===== src/design/rtwe_pkg.sv =====
`timescale 1ns / 1ps

package rtwe_pkg;

    // Request opcodes.
    typedef enum logic [1:0] {
        OP_LOOKUP   = 2'd0,
        OP_WRITE    = 2'd1,
        OP_REDIRECT = 2'd2,
        OP_TICK     = 2'd3
    } op_t;

    // Controller states.
    typedef enum logic [1:0] {
        ST_IDLE   = 2'd0,
        ST_SCAN   = 2'd1,
        ST_DRAIN  = 2'd2,
        ST_FINISH = 2'd3
    } state_t;

    // Commands from the controller to the datapath.
    typedef struct packed {
        logic capture;
        logic rd_en;
        logic commit;
    } ctrl_cmd_t;

    localparam int ADDR_W   = 32;
    localparam int EIDX_W   = 8;
    localparam int SLOT_W   = 3;

    localparam logic [ADDR_W-1:0] ALL_ONES  = 32'hffff_ffff;
    localparam logic [ADDR_W-1:0] DIFF_INIT = 32'h7fff_ffff;

    // Input request packing.
    localparam int S_OPCODE_LSB = 0;
    localparam int S_DEST_LSB   = 2;
    localparam int S_INDEX_LSB  = 34;
    localparam int S_TARGET_LSB = 42;
    localparam int S_MASK_LSB   = 74;
    localparam int S_GW_LSB     = 106;
    localparam int S_LIFE_LSB   = 138;
    localparam int S_NOW_LSB    = 170;
    localparam int S_TDATA_W    = 208;

    // Result packing.
    localparam int M_HOP_LSB    = 0;
    localparam int M_STATUS_BIT = 32;
    localparam int M_SLOT_LSB   = 33;
    localparam int M_PAD_LSB    = 36;
    localparam int M_TDATA_W    = 40;

endpackage


===== src/design/rtwe_ctrl.sv =====
`timescale 1ns / 1ps

module rtwe_ctrl
    import rtwe_pkg::*;
#(
    parameter int TABLE_ENTRIES  = 8,
    parameter int STATIC_ENTRIES = 4
)
(
    input  logic                             clk,
    input  logic                             rst_n,
    input  logic                             s_tvalid,
    output logic                             s_tready,
    input  op_t                              opcode,
    output logic                             m_tvalid,
    input  logic                             m_tready,
    input  logic                             div_busy,
    output ctrl_cmd_t                        cmd,
    output logic [$clog2(TABLE_ENTRIES)-1:0] scan_idx
);

    localparam int IDX_W = $clog2(TABLE_ENTRIES);
    localparam bit HAS_DYN = STATIC_ENTRIES < TABLE_ENTRIES;
    localparam logic [IDX_W-1:0] IDX_TOP = IDX_W'(TABLE_ENTRIES - 1);
    localparam logic [IDX_W-1:0] IDX_DYN = HAS_DYN ? IDX_W'(STATIC_ENTRIES) : '0;

    state_t           state_reg, state_next;
    logic [IDX_W-1:0] cnt_reg, cnt_next;
    logic             down_reg, down_next;
    logic             out_valid_reg, out_valid_next;
    logic             scan_last;

    // State, scan counter and result-valid registers.
    always_ff @(posedge clk or negedge rst_n)
    begin
        if (!rst_n)
        begin
            state_reg     <= ST_IDLE;
            cnt_reg       <= '0;
            down_reg      <= 1'b0;
            out_valid_reg <= 1'b0;
        end
        else
        begin
            state_reg     <= state_next;
            cnt_reg       <= cnt_next;
            down_reg      <= down_next;
            out_valid_reg <= out_valid_next;
        end
    end

    // Lookups walk down to entry zero; redirects and ticks walk up to the top.
    assign scan_last = down_reg ? (cnt_reg == '0) : (cnt_reg == IDX_TOP);

    // Next state and commands.
    always_comb
    begin
        state_next  = state_reg;
        cnt_next    = cnt_reg;
        down_next   = down_reg;
        cmd.capture = 1'b0;
        cmd.rd_en   = 1'b0;
        cmd.commit  = 1'b0;
        s_tready    = (state_reg == ST_IDLE);

        case (state_reg)
            ST_IDLE:
            begin
                if (s_tvalid)
                begin
                    cmd.capture = 1'b1;
                    case (opcode)
                        OP_LOOKUP:
                        begin
                            state_next = ST_SCAN;
                            cnt_next   = IDX_TOP;
                            down_next  = 1'b1;
                        end
                        OP_REDIRECT, OP_TICK:
                        begin
                            state_next = HAS_DYN ? ST_SCAN : ST_FINISH;
                            cnt_next   = IDX_DYN;
                            down_next  = 1'b0;
                        end
                        default:
                        begin
                            state_next = ST_FINISH;
                        end
                    endcase
                end
            end
            ST_SCAN:
            begin
                cmd.rd_en = 1'b1;
                if (scan_last)
                begin
                    state_next = ST_DRAIN;
                end
                else if (down_reg)
                begin
                    cnt_next = cnt_reg - IDX_W'(1);
                end
                else
                begin
                    cnt_next = cnt_reg + IDX_W'(1);
                end
            end
            ST_DRAIN:
            begin
                // The last read is evaluated here; a redirect also waits for its divide.
                if (!div_busy)
                begin
                    state_next = ST_FINISH;
                end
            end
            ST_FINISH:
            begin
                if (!out_valid_reg || m_tready)
                begin
                    cmd.commit = 1'b1;
                    state_next = ST_IDLE;
                end
            end
            default:
            begin
                state_next = ST_IDLE;
            end
        endcase

        if (cmd.commit)
        begin
            out_valid_next = 1'b1;
        end
        else if (m_tready)
        begin
            out_valid_next = 1'b0;
        end
        else
        begin
            out_valid_next = out_valid_reg;
        end
    end

    assign m_tvalid = out_valid_reg;
    assign scan_idx = cnt_reg;

endmodule


===== src/design/rtwe_dp.sv =====
`timescale 1ns / 1ps

module rtwe_dp
    import rtwe_pkg::*;
#(
    parameter int TABLE_ENTRIES    = 8,
    parameter int STATIC_ENTRIES   = 4,
    parameter int TICKS_PER_SECOND = 1000
)
(
    input  logic                             clk,
    input  logic                             rst_n,
    input  ctrl_cmd_t                        cmd,
    input  logic [$clog2(TABLE_ENTRIES)-1:0] scan_idx,
    input  op_t                              opcode,
    input  logic [ADDR_W-1:0]                dest_addr,
    input  logic [EIDX_W-1:0]                entry_index,
    input  logic [ADDR_W-1:0]                route_target,
    input  logic [ADDR_W-1:0]                route_mask,
    input  logic [ADDR_W-1:0]                gateway_addr,
    input  logic [ADDR_W-1:0]                lifetime_ms,
    input  logic [ADDR_W-1:0]                now_seconds,
    output logic                             div_busy,
    output logic [ADDR_W-1:0]                next_hop,
    output logic                             status,
    output logic [SLOT_W-1:0]                slot_used
);

    localparam int IDX_W = $clog2(TABLE_ENTRIES);
    localparam bit HAS_DYN = STATIC_ENTRIES < TABLE_ENTRIES;
    localparam int STATIC_LIM = HAS_DYN ? STATIC_ENTRIES : TABLE_ENTRIES;
    localparam logic [IDX_W-1:0] IDX_DYN = HAS_DYN ? IDX_W'(STATIC_ENTRIES) : '0;
    localparam int ROW_W = 3 * ADDR_W;

    // Reciprocal of the tick rate: floor(x * REC_M / 2^(32 + REC_SH)) equals
    // floor(x / TICKS_PER_SECOND) for every 32-bit x.
    localparam int REC_SH = $clog2(TICKS_PER_SECOND);
    localparam logic [63:0] REC_NUM = 64'd1 << (ADDR_W + REC_SH);
    localparam logic [ADDR_W:0] REC_M =
        (ADDR_W + 1)'((REC_NUM + 64'(TICKS_PER_SECOND) - 64'd1) / 64'(TICKS_PER_SECOND));
    localparam int HALF_W = ADDR_W / 2;
    localparam int PROD_W = HALF_W + ADDR_W + 1;
    localparam int ACC_W  = 2 * ADDR_W + 1;

    // Captured request.
    op_t               op_reg;
    logic [ADDR_W-1:0] dest_reg, target_reg, mask_reg, gw_reg, now_reg;
    logic [EIDX_W-1:0] index_reg;

    // Reciprocal multiplier, one half of the lifetime a cycle.
    logic [1:0]        div_cnt_reg;
    logic [ADDR_W-1:0] life_reg;
    logic [ACC_W-1:0]  acc_reg;
    logic [HALF_W-1:0] mul_a;
    logic [PROD_W-1:0] mul_p;
    logic [ADDR_W-1:0] div_quot;

    // Route memories and their read side.
    logic [ROW_W-1:0]  tmg_mem [TABLE_ENTRIES];
    logic [ADDR_W-1:0] exp_mem [TABLE_ENTRIES];
    logic [ROW_W-1:0]  tmg_rd_reg;
    logic [ADDR_W-1:0] exp_rd_reg;
    logic              wr_rd_reg;
    logic              rd_vld_reg;
    logic [IDX_W-1:0]  rd_idx_reg;

    // Per-entry flags.
    logic [TABLE_ENTRIES-1:0] entry_valid_reg;
    logic [TABLE_ENTRIES-1:0] written_reg;

    // Scan results.
    logic              hit_reg;
    logic [ADDR_W-1:0] hop_reg;
    logic              inv_found_reg, exp_found_reg;
    logic [IDX_W-1:0]  inv_idx_reg, exp_idx_reg, best_idx_reg;
    logic [ADDR_W-1:0] best_diff_reg;

    // Result register.
    logic [ADDR_W-1:0] next_hop_reg;
    logic              status_reg;
    logic [SLOT_W-1:0] slot_reg;

    logic [ADDR_W-1:0] ent_target, ent_mask, ent_gw, diff;
    logic              ent_valid, expired, hit_now, static_ok;
    logic [IDX_W-1:0]  slot_sel, w_addr;
    logic              tmg_we, exp_we;
    logic [ROW_W-1:0]  tmg_wdata;
    logic [ADDR_W-1:0] exp_wdata;

    // Request capture.
    always_ff @(posedge clk)
    begin
        if (cmd.capture)
        begin
            op_reg     <= opcode;
            dest_reg   <= dest_addr;
            index_reg  <= entry_index;
            target_reg <= route_target;
            mask_reg   <= route_mask;
            gw_reg     <= gateway_addr;
            now_reg    <= now_seconds;
        end
    end

    // Lifetime times the reciprocal: low half first, then the high half shifted up.
    assign mul_a    = div_cnt_reg[1] ? life_reg[HALF_W-1:0] : life_reg[ADDR_W-1:HALF_W];
    assign mul_p    = PROD_W'(mul_a) * PROD_W'(REC_M);
    assign div_quot = ADDR_W'(acc_reg >> (ADDR_W + REC_SH));
    assign div_busy = (div_cnt_reg != '0);

    always_ff @(posedge clk or negedge rst_n)
    begin
        if (!rst_n)
        begin
            div_cnt_reg <= '0;
        end
        else if (cmd.capture && opcode == OP_REDIRECT)
        begin
            div_cnt_reg <= 2'd2;
        end
        else if (div_busy)
        begin
            div_cnt_reg <= div_cnt_reg - 2'd1;
        end
    end

    always_ff @(posedge clk)
    begin
        if (cmd.capture)
        begin
            life_reg <= lifetime_ms;
            acc_reg  <= '0;
        end
        else if (div_busy)
        begin
            acc_reg <= div_cnt_reg[1] ? ACC_W'(mul_p)
                                      : acc_reg + {mul_p, {HALF_W{1'b0}}};
        end
    end

    // Entry as read; a never-written row reads as zero.
    assign ent_target = wr_rd_reg ? tmg_rd_reg[3*ADDR_W-1:2*ADDR_W] : '0;
    assign ent_mask   = wr_rd_reg ? tmg_rd_reg[2*ADDR_W-1:ADDR_W] : '0;
    assign ent_gw     = wr_rd_reg ? tmg_rd_reg[ADDR_W-1:0] : '0;
    assign ent_valid  = entry_valid_reg[rd_idx_reg];

    // Wrapping difference of expiry and now; zero or negative means expired.
    assign diff    = exp_rd_reg - now_reg;
    assign expired = (diff == '0) || diff[ADDR_W-1];

    assign hit_now = rd_vld_reg && (op_reg == OP_LOOKUP) && !hit_reg && ent_valid
                     && ((dest_reg & ent_mask) == ent_target);

    // Write side for a static write or a redirect install.
    assign static_ok = 32'(index_reg) < 32'(STATIC_LIM);
    assign slot_sel  = inv_found_reg ? inv_idx_reg :
                       exp_found_reg ? exp_idx_reg : best_idx_reg;
    assign tmg_we    = cmd.commit && (((op_reg == OP_WRITE) && static_ok)
                       || ((op_reg == OP_REDIRECT) && HAS_DYN));
    assign exp_we    = cmd.commit && (op_reg == OP_REDIRECT) && HAS_DYN;
    assign w_addr    = (op_reg == OP_WRITE) ? index_reg[IDX_W-1:0] : slot_sel;
    assign tmg_wdata = (op_reg == OP_WRITE) ? {target_reg, mask_reg, gw_reg}
                                            : {target_reg, ALL_ONES, gw_reg};
    assign exp_wdata = now_reg + div_quot;

    // Route memories, one write and one registered read a cycle.
    always_ff @(posedge clk)
    begin
        if (tmg_we)
        begin
            tmg_mem[w_addr] <= tmg_wdata;
        end
        if (exp_we)
        begin
            exp_mem[w_addr] <= exp_wdata;
        end
        if (cmd.rd_en)
        begin
            tmg_rd_reg <= tmg_mem[scan_idx];
            exp_rd_reg <= exp_mem[scan_idx];
            wr_rd_reg  <= written_reg[scan_idx];
            rd_idx_reg <= scan_idx;
        end
    end

    always_ff @(posedge clk or negedge rst_n)
    begin
        if (!rst_n)
        begin
            rd_vld_reg <= 1'b0;
        end
        else
        begin
            rd_vld_reg <= cmd.rd_en;
        end
    end

    // Entry flags and the per-request scan results.
    always_ff @(posedge clk or negedge rst_n)
    begin
        if (!rst_n)
        begin
            for (int i = 0; i < TABLE_ENTRIES; i++)
            begin
                entry_valid_reg[i] <= (i < STATIC_ENTRIES);
            end
            written_reg   <= '0;
            hit_reg       <= 1'b0;
            hop_reg       <= '0;
            inv_found_reg <= 1'b0;
            exp_found_reg <= 1'b0;
            inv_idx_reg   <= '0;
            exp_idx_reg   <= '0;
            best_idx_reg  <= IDX_DYN;
            best_diff_reg <= DIFF_INIT;
        end
        else
        begin
            if (cmd.capture)
            begin
                hit_reg       <= 1'b0;
                inv_found_reg <= 1'b0;
                exp_found_reg <= 1'b0;
                best_idx_reg  <= IDX_DYN;
                best_diff_reg <= DIFF_INIT;
            end

            // The first match from the top of the table decides the next hop.
            if (hit_now)
            begin
                hit_reg <= 1'b1;
                hop_reg <= (ent_gw == '0) ? dest_reg : ent_gw;
            end

            // Redirect: first free entry, else first expired, else nearest to expiry.
            if (rd_vld_reg && op_reg == OP_REDIRECT)
            begin
                if (!ent_valid)
                begin
                    if (!inv_found_reg)
                    begin
                        inv_found_reg <= 1'b1;
                        inv_idx_reg   <= rd_idx_reg;
                    end
                end
                else if (expired)
                begin
                    if (!exp_found_reg)
                    begin
                        exp_found_reg <= 1'b1;
                        exp_idx_reg   <= rd_idx_reg;
                    end
                end
                else if (diff < best_diff_reg)
                begin
                    best_diff_reg <= diff;
                    best_idx_reg  <= rd_idx_reg;
                end
            end

            // Tick drops dynamic entries whose time has come.
            if (rd_vld_reg && op_reg == OP_TICK && ent_valid && expired)
            begin
                entry_valid_reg[rd_idx_reg] <= 1'b0;
            end

            if (tmg_we)
            begin
                written_reg[w_addr] <= 1'b1;
            end
            if (exp_we)
            begin
                entry_valid_reg[w_addr] <= 1'b1;
            end
        end
    end

    // Result register.
    always_ff @(posedge clk)
    begin
        if (cmd.commit)
        begin
            next_hop_reg <= (op_reg == OP_LOOKUP) ? (hit_reg ? hop_reg : dest_reg) : '0;
            status_reg   <= (op_reg == OP_WRITE) && !static_ok;
            slot_reg     <= ((op_reg == OP_REDIRECT) && HAS_DYN) ? SLOT_W'(slot_sel) : '0;
        end
    end

    assign next_hop  = next_hop_reg;
    assign status    = status_reg;
    assign slot_used = slot_reg;

endmodule


===== src/design/route_table_with_expiry_core.sv =====
`timescale 1ns / 1ps
// IPv4 route table with expiring redirect entries.
// Requests enter on the s_ group (s_tvalid, s_tready, s_tdata) and one result per
// request leaves on the m_ group (m_tvalid, m_tready, m_tdata).
// A lookup reads every entry once, one per cycle from the top index down, through
// the single read port of the route memory, then passes a drain state and a finish
// state; the finish state commits the result to the output register and frees the
// input. A static write goes straight to the finish state. A tick scans the dynamic
// entries only, then drains and finishes; with no dynamic entries it goes straight
// to finish, as does a redirect. A redirect reads the dynamic entries while the
// lifetime is scaled to seconds by a two-step reciprocal multiply, and its drain
// state also waits until the multiply is done.
// One request is in work at a time; s_tready is high while the block is idle.
// The result sits in an output register, so a new request is taken while the last
// result still waits; if the receiver stalls, the next result waits in the block
// until the register frees, and no request is taken meanwhile.
// After reset the static entries are valid and read as all zero (match every
// address, deliver directly), the dynamic entries are free, and no result is held.
// There is no clearing pass.

module route_table_with_expiry_core
    import rtwe_pkg::*;
#(
    parameter int TABLE_ENTRIES    = 8,
    parameter int STATIC_ENTRIES   = 4,
    parameter int TICKS_PER_SECOND = 1000
)
(
    input  logic                 clk,
    input  logic                 rst_n,
    input  logic                 s_tvalid,
    output logic                 s_tready,
    // opcode, dest_addr, entry_index, route_target, route_mask, gateway_addr,
    // lifetime_ms, now_seconds, then six zero bits
    input  logic [S_TDATA_W-1:0] s_tdata,
    output logic                 m_tvalid,
    input  logic                 m_tready,
    // next_hop, status, slot_used, then four zero bits
    output logic [M_TDATA_W-1:0] m_tdata
);

    localparam int IDX_W = $clog2(TABLE_ENTRIES);

    ctrl_cmd_t         cmd;
    logic [IDX_W-1:0]  scan_idx;
    logic              div_busy;
    op_t               opcode;
    logic [ADDR_W-1:0] next_hop;
    logic              status;
    logic [SLOT_W-1:0] slot_used;

    assign opcode = op_t'(s_tdata[S_OPCODE_LSB +: 2]);

    // Sequencer.
    rtwe_ctrl #(
        .TABLE_ENTRIES  (TABLE_ENTRIES),
        .STATIC_ENTRIES (STATIC_ENTRIES)
    ) u_ctrl (
        .clk      (clk),
        .rst_n    (rst_n),
        .s_tvalid (s_tvalid),
        .s_tready (s_tready),
        .opcode   (opcode),
        .m_tvalid (m_tvalid),
        .m_tready (m_tready),
        .div_busy (div_busy),
        .cmd      (cmd),
        .scan_idx (scan_idx)
    );

    // Tables, divider and result register.
    rtwe_dp #(
        .TABLE_ENTRIES    (TABLE_ENTRIES),
        .STATIC_ENTRIES   (STATIC_ENTRIES),
        .TICKS_PER_SECOND (TICKS_PER_SECOND)
    ) u_dp (
        .clk          (clk),
        .rst_n        (rst_n),
        .cmd          (cmd),
        .scan_idx     (scan_idx),
        .opcode       (opcode),
        .dest_addr    (s_tdata[S_DEST_LSB +: ADDR_W]),
        .entry_index  (s_tdata[S_INDEX_LSB +: EIDX_W]),
        .route_target (s_tdata[S_TARGET_LSB +: ADDR_W]),
        .route_mask   (s_tdata[S_MASK_LSB +: ADDR_W]),
        .gateway_addr (s_tdata[S_GW_LSB +: ADDR_W]),
        .lifetime_ms  (s_tdata[S_LIFE_LSB +: ADDR_W]),
        .now_seconds  (s_tdata[S_NOW_LSB +: ADDR_W]),
        .div_busy     (div_busy),
        .next_hop     (next_hop),
        .status       (status),
        .slot_used    (slot_used)
    );

    assign m_tdata = {{(M_TDATA_W - M_PAD_LSB){1'b0}}, slot_used, status, next_hop};

endmodule


===== config.mk =====
export PLATFORM = sky130hd
export DESIGN_NAME = route_table_with_expiry_core
export DESIGN_NICKNAME = d
export VERILOG_FILES = /design/src/design/rtwe_pkg.sv /design/src/design/rtwe_ctrl.sv /design/src/design/rtwe_dp.sv /design/src/design/route_table_with_expiry_core.sv
export SDC_FILE = /design/constraint.sdc
export NUM_CORES = 2
export LEC_CHECK = 0
export CAP_MARGIN = 20
export CORE_UTILIZATION = 39
export DETAILED_ROUTE_END_ITERATION = 6
export DONT_BUFFER_PORTS = 1
export GPL_ROUTABILITY_DRIVEN = 0
export PLACE_DENSITY = 0.55
export SETUP_SLACK_MARGIN = 0.2
export SYNTH_ARGS = -nofsm -noshare
export SYNTH_HDL_FRONTEND = slang
export SYNTH_SLANG_ARGS = --single-unit

===== constraint.sdc =====
create_clock -name clk -period 8.6 [get_ports clk]
set_input_delay 0 -clock clk [delete_from_list [all_inputs] [get_ports clk]]
set_output_delay 0 -clock clk [all_outputs]
set_load 0.005 [all_outputs]

# After elaboration in Yosys (flattened, before gate mapping)
# Memories as Yosys holds them, arrays and structs flattened. A register that Yosys moved wholly into a read port is not among the register bits.
# Index checks and enable logic that the tools add are counted.
[totals]
reg_bits = 409
latchBits = 0
ram_bits = 1024
romBits = 0
inputBits = 212
output_inout_bits = 42
word_cells = 178
n_memories = 2
[classes]
n_addsub = 6
multipliers = 1
div = 0
order_cmp = 7
eq_ne = 16
shifts = 0
muxes = 68
bitwise_logic = 8
reduce_logical = 40
[memory_table]
columns = ["memory", "words", "width", "read_ports", "rd_clocked_by_memory_dff", "wr", "line_no", "rtl"]
rows = [
  ["u_dp.tmg_mem", 8, 96, 1, 1, 1, "rtwe_dp.sv:59", "logic [ROW_W-1:0] tmg_mem [TABLE_ENTRIES];"],
  ["u_dp.exp_mem", 8, 32, 1, 1, 1, "rtwe_dp.sv:60", "logic [ADDR_W-1:0] exp_mem [TABLE_ENTRIES];"],
]
[op_table]
columns = ["operator", "n"]
rows = [
  ["32-bit two-way mux", 10],
  ["65-bit adder", 1],
  ["65-bit two-way mux", 1],
  ["32-bit zero test", 2],
  ["64-bit two-way mux", 1],
  ["16-bit by 29-bit multiplier with 45-bit output (second input constant)", 1],
  ["3-bit two-way mux", 11],
  ["32-bit by 23-bit adder with 32-bit output", 1],
  ["32-bit AND", 1],
  ["32-bit equality test", 1],
  ["32-bit less-than comparator", 1],
  ["32-bit subtractor", 1],
  ["1-bit two-way mux", 27],
  ["16-bit two-way mux", 1],
  ["8-bit two-way mux", 2],
  ["8-bit bitwise OR", 2],
  ["1-bit logical AND", 15],
  ["2-bit two-way mux", 7],
  ["2-bit equality test (second input constant)", 6],
  ["3-bit by 4-bit less-than comparator with 1-bit output (second input constant)", 3],
  ["3-bit case mux with 2 select lines", 2],
  ["4-bit AND reduction", 3],
  ["2-bit nonzero test", 6],
  ["8-bit AND", 1],
  ["23 further kinds", 39],
]

# Depth between registers and ports, before layout
[depth]
ltp_word = 9
mapped_depth = 38
mapped_depth_nobuf = 34

# Modules after synthesis
# Synthesis repeated with hierarchy kept, for this count alone.
[unflattened]
hier_cells = 4408
area_unflattened_um2 = 70674.0
[by_module_without_submodules]
columns = ["module", "instances", "cells_per_inst", "area_each_um2"]
rows = [
  ["rtwe_dp", 1, 4345, 70098.5],
  ["rtwe_ctrl", 1, 57, 534.3],
  ["route_table_with_expiry_core", 1, 6, 41.3],
]

# Worst setup path before layout
# Ideal clock, no wire load.
[synth_timing]
kind = "flip-flop to flip-flop"
from = "register u_dp.div_cnt_reg[1]"
to = "register u_dp.acc_reg[64]"
setup_time_ns = 0.169
arrival_time_ns = 9.145
path_slack_ns = -0.714
path_stages_with_launch = 30
synth_period_minus_slack_ns = 9.314
path_cell_list = "dfrtp_1 -> clkbuf_1 -> clkbuf_1 -> clkbuf_1 -> mux2i_1 -> inv_1 -> ha_1 -> fa_1 -> fa_1 -> fa_1 -> fa_1 -> fa_1 -> ha_1 -> and2_1 -> a221o_1 -> a211oi_1 -> nand2_1 -> a221o_1 -> a211oi_1 -> nor2_1 -> ha_1 -> and3_1 -> nand2_1 -> a2111oi_0 -> a211oi_1 -> o31ai_1 -> a211oi_1 -> xnor2_1 -> or4_1 -> a31oi_1"
[synth_via]
elab_chain_len = 4
word_cells_on_any_way = 5
[synth_rtl]
columns = ["item", "line_no", "rtl"]
rows = [
  ["start, declared", "rtwe_dp.sv:51", "logic [1:0] div_cnt_reg;"],
  ["start signal, assigned", "rtwe_dp.sv:123", "div_cnt_reg <= div_cnt_reg - 2'd1;"],
  ["16-bit two-way mux", "rtwe_dp.sv:106", "assign mul_a = div_cnt_reg[1] ? life_reg[HALF_W-1:0] : life_reg[ADDR_W-1:HALF_W];"],
  ["16-bit by 29-bit multiplier with 45-bit output", "rtwe_dp.sv:107", "assign mul_p = PROD_W'(mul_a) * PROD_W'(REC_M);"],
  ["65-bit adder", "rtwe_dp.sv:137", ": acc_reg + {mul_p, {HALF_W{1'b0}}};"],
  ["65-bit two-way mux", "rtwe_dp.sv:136", "acc_reg <= div_cnt_reg[1] ? ACC_W'(mul_p)"],
  ["end signal, assigned", "rtwe_dp.sv:136", ""],
  ["end, declared", "rtwe_dp.sv:53", "logic [ACC_W-1:0] acc_reg;"],
]
# Several ways; a longest one is shown, not always the timed one.
# A chain may end at the register's enable or synchronous reset.

# Worst setup path after layout
# Ends and elaborated chain as after synthesis.

==> flow_summary_export.csv <==
group,metric,value,unit
status,outcome,"finished with violations",
status,violations,"design-rule violations",
cells_and_area,fin_util,47.04,%
cts,clk_latency,0.82,ns
global_routing,grt_max_degree,114,
global_routing,grt_pass1_wl,266.7,mm
critical_path,worst_r2r_endpoint,"u_dp.acc_reg[64]",
synth,synthFlopType,"edfxtp_1",
synth,netlist_area,0.07064,mm^2
timing,hold_viol,0,
timing,timing.slew.headroom,29.46,%
flow_run,cap_violations,0,
timing,maxSlewViolCount,0,
synth,synthArstFlopShare,6.619,%
place,dp_worst_setup_slack,0.0004796,ns
die,core.rowCount,155,
global_routing,grt_pass1_vias,40551,
synth,synth_warnings,0,
die,core_area,0.1792,mm^2
timing,period_minus_slack,8.375,ns
cells_and_area,area.growth.synth_to_final,19.34,%
synth,ys_seq_area_share,64.21,%
critical_path,endpoint,"u_dp.acc_reg[64]",
cts,cts_num_sinks,1541,
cts,htree_num_levels,4,
drt,drt_first_pass_iters,7,
synth,post_synth.cell_area_avg,16.04,um^2
critical_path,crit_path_start,"u_dp.div_cnt_reg[1]",
drt,drt-total-wl,182.7,mm
die,design.portCount,254,
die,die_y,427.6,um
critical_path,worst_path_max_delay_cell,"fa_1",
synth,yosysTopAreaCellShare,59.26,%
timing,fin_ws,0.2247,ns
timing,setup_violations,0,
drt,ant_nets,0,
critical_path,critPathArrivalTime,9.11,ns
synth,synth_area_leader_cell,"edfxtp_1",
die,die_area,0.1828,mm^2
synth,syn_inst,4403,
critical_path,crit_path_max_incr_delay,0.59,ns
critical_path,rr_startpoint,"u_dp.div_cnt_reg[1]",
timing,timing.fmax,119.4,MHz
drt,wire_per_inst,24.48,um
timing,fin_tns_setup,0,ns
timing,skew,0.06106,ns
cts,clkTransAtPathRegs,0.06,ns
cells_and_area,largest_reg_flops,768,
synth,yosysMostFrequentCell,"edfxtp_1",
critical_path,path_class,"reg2reg",
synth,synth_edf_count,1394,
worst_hold_path,hp-class,"in2reg",
critical_path,crit_path_start_kind,"flip-flop",
timing,rsz0062_at_grt,"true",
drt,num_vias,39547,
synth,ys_ff_latch,1541,
die,start_util,39.42,%
cts,root_buffer,"clkbuf_16",
synth,yosys-top-cells-area,"edfxtp_1, mux4_2, ha_1, fa_1, dfrtp_1",
place,numPortBuffers,0,
timing,tightest_slew,1.058,ns
die,die_x,427.6,um
global_routing,grt_usage,19.89,%
global_routing,grt_overflow,0,
cells_and_area,final_layout_size_suffix_gt1_share,19.03,%
drt,via_per_inst,5.299,
cts,cts_tree,"done",
timing,fin_hold_ws,0.04923,ns
critical_path,rrSetupSlack,0.22,ns
critical_path,cpMostUsedCell,"fa_1",
critical_path,cp.required,9.34,ns
drt,post-route-drc-count,2,
global_routing,antenna_found_initial,4,
cts,cts-buffers-inserted,165,
cells_and_area,nets,5616,
synth,synthTopCellsByCount,"edfxtp_1, inv_1, ha_1",
critical_path,reg2reg_depth,28,
drt,drtIter0Drc,2556,
cts,cts.path.max_buffers,3,
timing,period_share,97.39,%
critical_path,cp_max_fo,7,
place,place_hpwl,113.9,mm
critical_path,end_kind,"flip-flop",
synth,ys_types,87,
routing by layer:
| layer | global-route usage, % | up-vias | wire length (um) |
|---|---|---|---|
| met2 | 34.85 | 861 | 93730 |
| met3 | 2.699 | 237 | 6758 |
| met4 | 5.130 | 2 | 4099 |
| li1 | - | 18008 | - |
| met5 | 0 | - | 13 |
| met1 | 25.94 | 20439 | 78100 |
cell families (layout without fill, tap and decap cells):
logic type | after synthesis | in the layout | synth area share, %
DFF | 1541 | 1541 | 64.21
and+or+nand+nor | 700 | 700 | 4.812
AOI/OAI and AO/OA | 613 | 613 | 5.666
muxes | 489 | 489 | 11.90
buffers and inverters | 479 | 1180 | 2.604
adders and majority gates | 431 | 431 | 8.962
xor gates and xnor gates | 149 | 149 | 1.847
other | 1 | 5 | 0.005308
worst min-delay path by stage:
stage / slack (ns) / depth (start not counted) / end / startpoint
6_report: 0.05 / 1 / u_dp.op_reg[0] / s_tdata[0]
3_5_place_dp: -0.28 / 0 / u_dp.best_diff_reg[31] / rst_n
2_1_floorplan: -0.30 / 0 / u_ctrl.down_reg / rst_n
4_1_cts: 0.003 / 1 / u_dp.op_reg[0] / s_tdata[0]
3_3_place_gp: -0.27 / 0 / u_dp.best_diff_reg[31] / rst_n
5_1_grt: 0.005 / 1 / u_dp.op_reg[0] / s_tdata[0]
metrics by stage:
| step | cell area [um^2] | std cells |
|---|---|---|
| finish | 84300 | 7463 |
| floorplan | 70760 | 4406 |
| global placement | 74310 | 6734 |
| CTS | 83930 | 7449 |
| global route | 84300 | 7463 |
| detailed placement | 74330 | 6735 |
placed cells by master, fill, tap and decap left out, types with 109 or more instances in the layout:
master	netlist	routed
a21oi_1	161	154
buf_4	6	138
clkbuf_16	0	169
dlygate4sd3_1	0	405
edfxtp_1	1394	1394
fa_1	125	121
ha_1	306	289
inv_1	319	305
mux2_2	136	133
mux4_2	258	258
nand2_1	202	199
nor2_1	179	166
o21ai_0	122	116
xnor2_1	110	109
layout make-up:
class	instances	area [um^2]
diodes	1	2.502
clock buffers	210	4463
clock inverters	91	880.8
fillers	15456	94890
inverters	320	1211
multi-input cells	2386	24020
flip-flops and latches	1541	45370
well taps	2355	2947
repair buffers	559	5403
timing repair:
| item | CTS | global route |
|---|---|---|
| endpoints found under the hold margin | 433 | 0 |
| resized for setup | 18 | 61 |
| hold buffers | 407 | 0 |
| pin swaps | 14 | 27 |
| endpoints found under the setup margin | 5 | 17 |
| setup buffers | 6 | 12 |
critical path: cells and delay by family, from the launching register on:
family                     cells  cell delay (ns)
buffers and inverters          3             0.41
AOI/OAI and AO/OA             12             2.80
xor gates and xnor gates       2             0.33
DFF                            1             0.54
and+or+nand+nor                2             0.56
muxes                          1             0.20
adders and majority gates      8             3.50
Power is left out: the tool's default activity adds up to more than one toggle a clock period on the data nets, which glitch-free logic cannot reach.
